--- src/sha512_pkg.sv ---
`timescale 1ns / 1ps
`default_nettype none
package sha512_pkg;

  localparam int unsigned WordW     = 64;
  localparam int unsigned BlkWords  = 16;
  localparam int unsigned HashWords = 8;
  localparam int unsigned Rounds    = 80;

  typedef logic [WordW-1:0] word_t;

  localparam word_t RoundK [Rounds] = '{
    64'h428a2f98d728ae22, 64'h7137449123ef65cd, 64'hb5c0fbcfec4d3b2f,
    64'he9b5dba58189dbbc, 64'h3956c25bf348b538, 64'h59f111f1b605d019,
    64'h923f82a4af194f9b, 64'hab1c5ed5da6d8118, 64'hd807aa98a3030242,
    64'h12835b0145706fbe, 64'h243185be4ee4b28c, 64'h550c7dc3d5ffb4e2,
    64'h72be5d74f27b896f, 64'h80deb1fe3b1696b1, 64'h9bdc06a725c71235,
    64'hc19bf174cf692694, 64'he49b69c19ef14ad2, 64'hefbe4786384f25e3,
    64'h0fc19dc68b8cd5b5, 64'h240ca1cc77ac9c65, 64'h2de92c6f592b0275,
    64'h4a7484aa6ea6e483, 64'h5cb0a9dcbd41fbd4, 64'h76f988da831153b5,
    64'h983e5152ee66dfab, 64'ha831c66d2db43210, 64'hb00327c898fb213f,
    64'hbf597fc7beef0ee4, 64'hc6e00bf33da88fc2, 64'hd5a79147930aa725,
    64'h06ca6351e003826f, 64'h142929670a0e6e70, 64'h27b70a8546d22ffc,
    64'h2e1b21385c26c926, 64'h4d2c6dfc5ac42aed, 64'h53380d139d95b3df,
    64'h650a73548baf63de, 64'h766a0abb3c77b2a8, 64'h81c2c92e47edaee6,
    64'h92722c851482353b, 64'ha2bfe8a14cf10364, 64'ha81a664bbc423001,
    64'hc24b8b70d0f89791, 64'hc76c51a30654be30, 64'hd192e819d6ef5218,
    64'hd69906245565a910, 64'hf40e35855771202a, 64'h106aa07032bbd1b8,
    64'h19a4c116b8d2d0c8, 64'h1e376c085141ab53, 64'h2748774cdf8eeb99,
    64'h34b0bcb5e19b48a8, 64'h391c0cb3c5c95a63, 64'h4ed8aa4ae3418acb,
    64'h5b9cca4f7763e373, 64'h682e6ff3d6b2b8a3, 64'h748f82ee5defb2fc,
    64'h78a5636f43172f60, 64'h84c87814a1f0ab72, 64'h8cc702081a6439ec,
    64'h90befffa23631e28, 64'ha4506cebde82bde9, 64'hbef9a3f7b2c67915,
    64'hc67178f2e372532b, 64'hca273eceea26619c, 64'hd186b8c721c0c207,
    64'heada7dd6cde0eb1e, 64'hf57d4f7fee6ed178, 64'h06f067aa72176fba,
    64'h0a637dc5a2c898a6, 64'h113f9804bef90dae, 64'h1b710b35131c471b,
    64'h28db77f523047d84, 64'h32caab7b40c72493, 64'h3c9ebe0a15c9bebc,
    64'h431d67c49c100d4c, 64'h4cc5d4becb3e42b6, 64'h597f299cfc657e2a,
    64'h5fcb6fab3ad6faec, 64'h6c44198c4a475817
  };

  localparam word_t InitHash [HashWords] = '{
    64'h6a09e667f3bcc908, 64'hbb67ae8584caa73b,
    64'h3c6ef372fe94f82b, 64'ha54ff53a5f1d36f1,
    64'h510e527fade682d1, 64'h9b05688c2b3e6c1f,
    64'h1f83d9abfb41bd6b, 64'h5be0cd19137e2179
  };

  localparam logic [7:0] PadByte = 8'h80;
  localparam logic [6:0] LenFieldAt = 7'd112;

  typedef struct packed {
    logic       load_en;
    logic [2:0] load_idx;
    logic       round_en;
    logic [6:0] round_idx;
  } rnd_ctl_t;

  typedef enum logic [8:0] {
    ST_IDLE   = 9'b000000001,
    ST_PAD    = 9'b000000010,
    ST_ZERO   = 9'b000000100,
    ST_LEN    = 9'b000001000,
    ST_LOAD   = 9'b000010000,
    ST_ROUND  = 9'b000100000,
    ST_WB     = 9'b001000000,
    ST_OUT_RD = 9'b010000000,
    ST_OUT_LD = 9'b100000000
  } state_e;

  function automatic word_t rotr(input word_t v, input int unsigned n);
    rotr = (v >> n) | (v << (WordW - n));
  endfunction

endpackage
`default_nettype wire

--- src/sha512_blkbuf.sv ---
`timescale 1ns / 1ps
`default_nettype none
module sha512_blkbuf (
  input  wire logic                clk_i,
  input  wire logic                we_i,
  input  wire logic [3:0]          waddr_i,
  input  wire sha512_pkg::word_t   wdata_i,
  input  wire logic [3:0]          raddr_i,
  output sha512_pkg::word_t        rdata_o
);
  import sha512_pkg::*;

  word_t mem [BlkWords];
  word_t rdata_q;

  always_ff @(posedge clk_i) begin
    if (we_i) begin
      mem[waddr_i] <= wdata_i;
    end
    rdata_q <= mem[raddr_i];
  end

  assign rdata_o = rdata_q;

endmodule
`default_nettype wire

--- config.mk ---
export PLATFORM = sky130hd
export DESIGN_NAME = sha512_blkbuf
export DESIGN_NICKNAME = d
export VERILOG_FILES = /design/src/sha512_pkg.sv /design/src/sha512_blkbuf.sv
export SDC_FILE = /design/constraint.sdc
export NUM_CORES = 1
export LEC_CHECK = 0
export BUFFER_PORTS_ARGS = -buffer_cell sky130_fd_sc_hd__clkbuf_2
export CORE_UTILIZATION = 25
export CTS_CLUSTER_SIZE = 40
export DETAILED_ROUTE_END_ITERATION = 6
export MAX_ROUTING_LAYER = met4
export PLACE_DENSITY_LB_ADDON = 0.08
export SLEW_MARGIN = 20
export SYNTH_ARGS = -nofsm -noshare
export SYNTH_HDL_FRONTEND = slang
export SYNTH_SLANG_ARGS = --single-unit
--- constraint.sdc ---
create_clock -name clk_i -period 6.3 [get_ports clk_i]
set_clock_uncertainty 0.05 [all_clocks]
set_input_delay 0 -clock clk_i [delete_from_list [all_inputs] [get_ports clk_i]]
set_output_delay 0 -clock clk_i [all_outputs]
set_load 0.005 [all_outputs]
==> out/qor.csv <==
stage,metric,value,unit
power,"Power, Total",16.2,mW
global_route,GR Overflow Total,0,
flow_run,max_cap viols,0,
worst_setup_path,"critical path fanouts, max",31,
sta,setup ws final,3.62,ns
die,full die area,160000,um2
yosys,cell taking the most area after synthesis,edfxtp_1,
worst_setup_path,worst path required time,6.60,ns
final_layout,"most common cell after layout, fill and taps aside",edfxtp_1,
yosys,Syn Std Cell Area,39600,um2
worst_setup_path,crit path buf inv count,5,
worst_setup_path,CP top delay family,buffers and inverters,
die,Core Box Area,157000,um2
final_layout,Final nets,2023,
power,Pleak,15.2,nW
worst_hold_path,Hold WC Path Type,input pin to flop,
global_route,initial antenna violation count,6,
worst_hold_path,WHS Path Cells,4,
final_layout,# fillers,15200,
clock_tree,Worst-path clk slew,0.05,ns
worst_setup_path,"Max stage delay cell, worst path",buf_4,
power,Cell Pwr Density,339,nW/um2
sta,Fmax,373,MHz
worst_setup_path,"setup slack, reg-to-reg",4.48,ns
final_layout,most frequent cells in the layout,"edfxtp_1 (1024), mux4_2 (256), clkbuf_16 (135), clkbuf_2 (135), a22oi_1 (128)",
sta,final setup vio count,0,
placement,Setup Slack @ Placement,3.36,ns
clock_tree,CTS tree,done,
global_route,vias in the first global route,20200,
worst_setup_path,FF-to-FF path depth,4,
worst_setup_path,Crit Path Class,input pin to flop,
placement,number of port buffers,137,
yosys,synth unique cells,18,
clock_tree,Clock Sinks,1088,
yosys,Yosys warnings,0,
global_route,first-pass GRT wire length,153,mm
yosys,Post-Synthesis Cells,1647,
global_route,largest net degree at the start of global routing,82,
global_route,all-layer global routing usage,0.141,
yosys,Synth top area share,0.777,
clock_tree,Clk Tree Root Cell,clkbuf_16,
yosys,syn avg cell area,24.0,um2
sta,count of final hold-check violations,0,
clock_tree,H-tree depth,4,
worst_setup_path,CP max stage delay,0.71,ns
die,Die Height,400,um
sta,max-slew violation count,0,
die,FP Rows,145,
yosys,Yosys reg bits,1088,
power,Max IR drop VDD,0.000261,V
worst_setup_path,Crit. End Element,flop,
sta,worst-margin pin slew,1.04,ns
clock_tree,Clock Latency Late Sink,0.74,ns
worst_setup_path,WP depth,7,
sta,slew margin rel.,0.305,
worst_setup_path,Startpoint Class,input pin,
detailed_routing,wire length per cell,26.1,um
placement,GP Congestion,0.669,
die,I/O pin count,138,
final_layout,layout cells sized above 1,0.307,
die,chip width,400,um
yosys,top post-synthesis cells by area,"edfxtp_1 (78%), mux4_2 (15%), dfxtp_1 (3.2%)",
final_layout,Register Area,32000,um2
detailed_routing,post-DR vias/cell,4.41,
placement,hpwl dp,54.1,mm
yosys,post-synthesis sequential area ratio,0.809,
detailed_routing,First-pass DRT Iterations,5,
detailed_routing,DR DRC count,0,
detailed_routing,drt total wl,108,mm
detailed_routing,routed vias,18200,
sta,RSZ-0062 raised after global routing,no,
sta,Setup TNS,0,ns
final_layout,Area growth syn-to-layout,21.0,%
clock_tree,clock tree buffer depth,3,
detailed_routing,DRT antenna net count,0,
clock_tree,post-CTS setup buffers,0,
run_status,status,"complete, no violations",
die,initial core utilization,0.253,
worst_setup_path,critical-path cell list,"dlygate4sd3_1, clkbuf_2, nand3b_1, nor3_2, dlygate4sd3_1, buf_4, buf_4",
clock_tree,CTS Buf Count,130,
detailed_routing,1st-iter DRT viols,1116,
yosys,Syn Nets,1721,
final_layout,multi-input logic area,7230,um2
worst_setup_path,crit path DAT,2.98,ns
sta,final period utilization,0.425,
sta,crit path time final,2.68,ns
## sequential cells by signal (all words and copies together) (netlist names)
register / cells
mem: 1024
rdata_o: 64
## layout make-up
cell class,count,share of cell area
Sequential cell,1088,0.669
Multi-Input combinational cell,475,0.151
Clock buffer,193,0.0780
Tap cell,2058,0.0538
Timing Repair Buffer,254,0.0391
Clock inverter,47,0.00925
Antenna cell,4,0.000209
## worst min-delay path, cell delays in order
cell and delay (ns):
buf_8 0.25, mux4_2 0.43, a22oi_1 0.08, nand2_1 0.08
## metrics by stage
stage          std cells  instance area [um2]  hold WS, ns   util
2_1_floorplan       1647                39600       0.0489      -
3_3_place_gp        3800                43000        0.326  0.274
3_5_place_dp        3800                43000        0.325  0.274
4_1_cts             4115                47900       0.0822  0.306
5_1_grt             4118                47900        0.154  0.306
6_report            4119                47900        0.111  0.306
## per-layer routing
metal / vias up / wire [um] / GRT usage
met1: 9978 / 49800 / 0.187
met5: - / 0 / -
met4: 0 / 1930 / 0.0372
met3: 156 / 4010 / 0.0260
li1: 7699 / - / -
met2: 341 / 51700 / 0.221
## logic make-up after synthesis
logic type | Yosys count | synth area share
simple gates | 91 | 0.00942
mux | 256 | 0.146
compound gates | 128 | 0.0243
buf+inv | 84 | 0.0114
flops | 1088 | 0.809
## cells in the mapped netlist
library cell  instances
mux4_2              256
clkbuf_1             36
nor2b_1               2
nand3b_1              2
buf_4                 6
dfxtp_1              64
or3b_2                1
nand2_1              65
buf_6                13
nor2_1               13
nand3_1               1
and2_1                1
a22oi_1             128
buf_2                13
edfxtp_1           1024
nor3_1                4
buf_1                16
nand2b_1              2
## power by group
group | leakage, nW | switching, mW | internal, mW
clock | 2.03 | 2.94 | 4.36
sequential | 9.79 | 0.0637 | 8.10
combinational | 3.35 | 0.453 | 0.310
total | 15.2 | 3.46 | 12.8
## final timing paths
path / start / to
max reg2reg: mem[6][4]$_DFFE_PP_ / rdata_o[4]$_DFF_P_
max: waddr_i[3] / mem[4][53]$_DFFE_PP_
min reg2reg: mem[14][21]$_DFFE_PP_ / rdata_o[21]$_DFF_P_
min: raddr_i[0] / rdata_o[3]$_DFF_P_
## repair_timing
item | 4_1_cts | 5_1_grt
hold buffers | 75 | 0
gates resized for setup | 0 | 0
endpoints found under the hold margin | 1167 | 0
No activity file was read; power rests on OpenSTA's default activity.
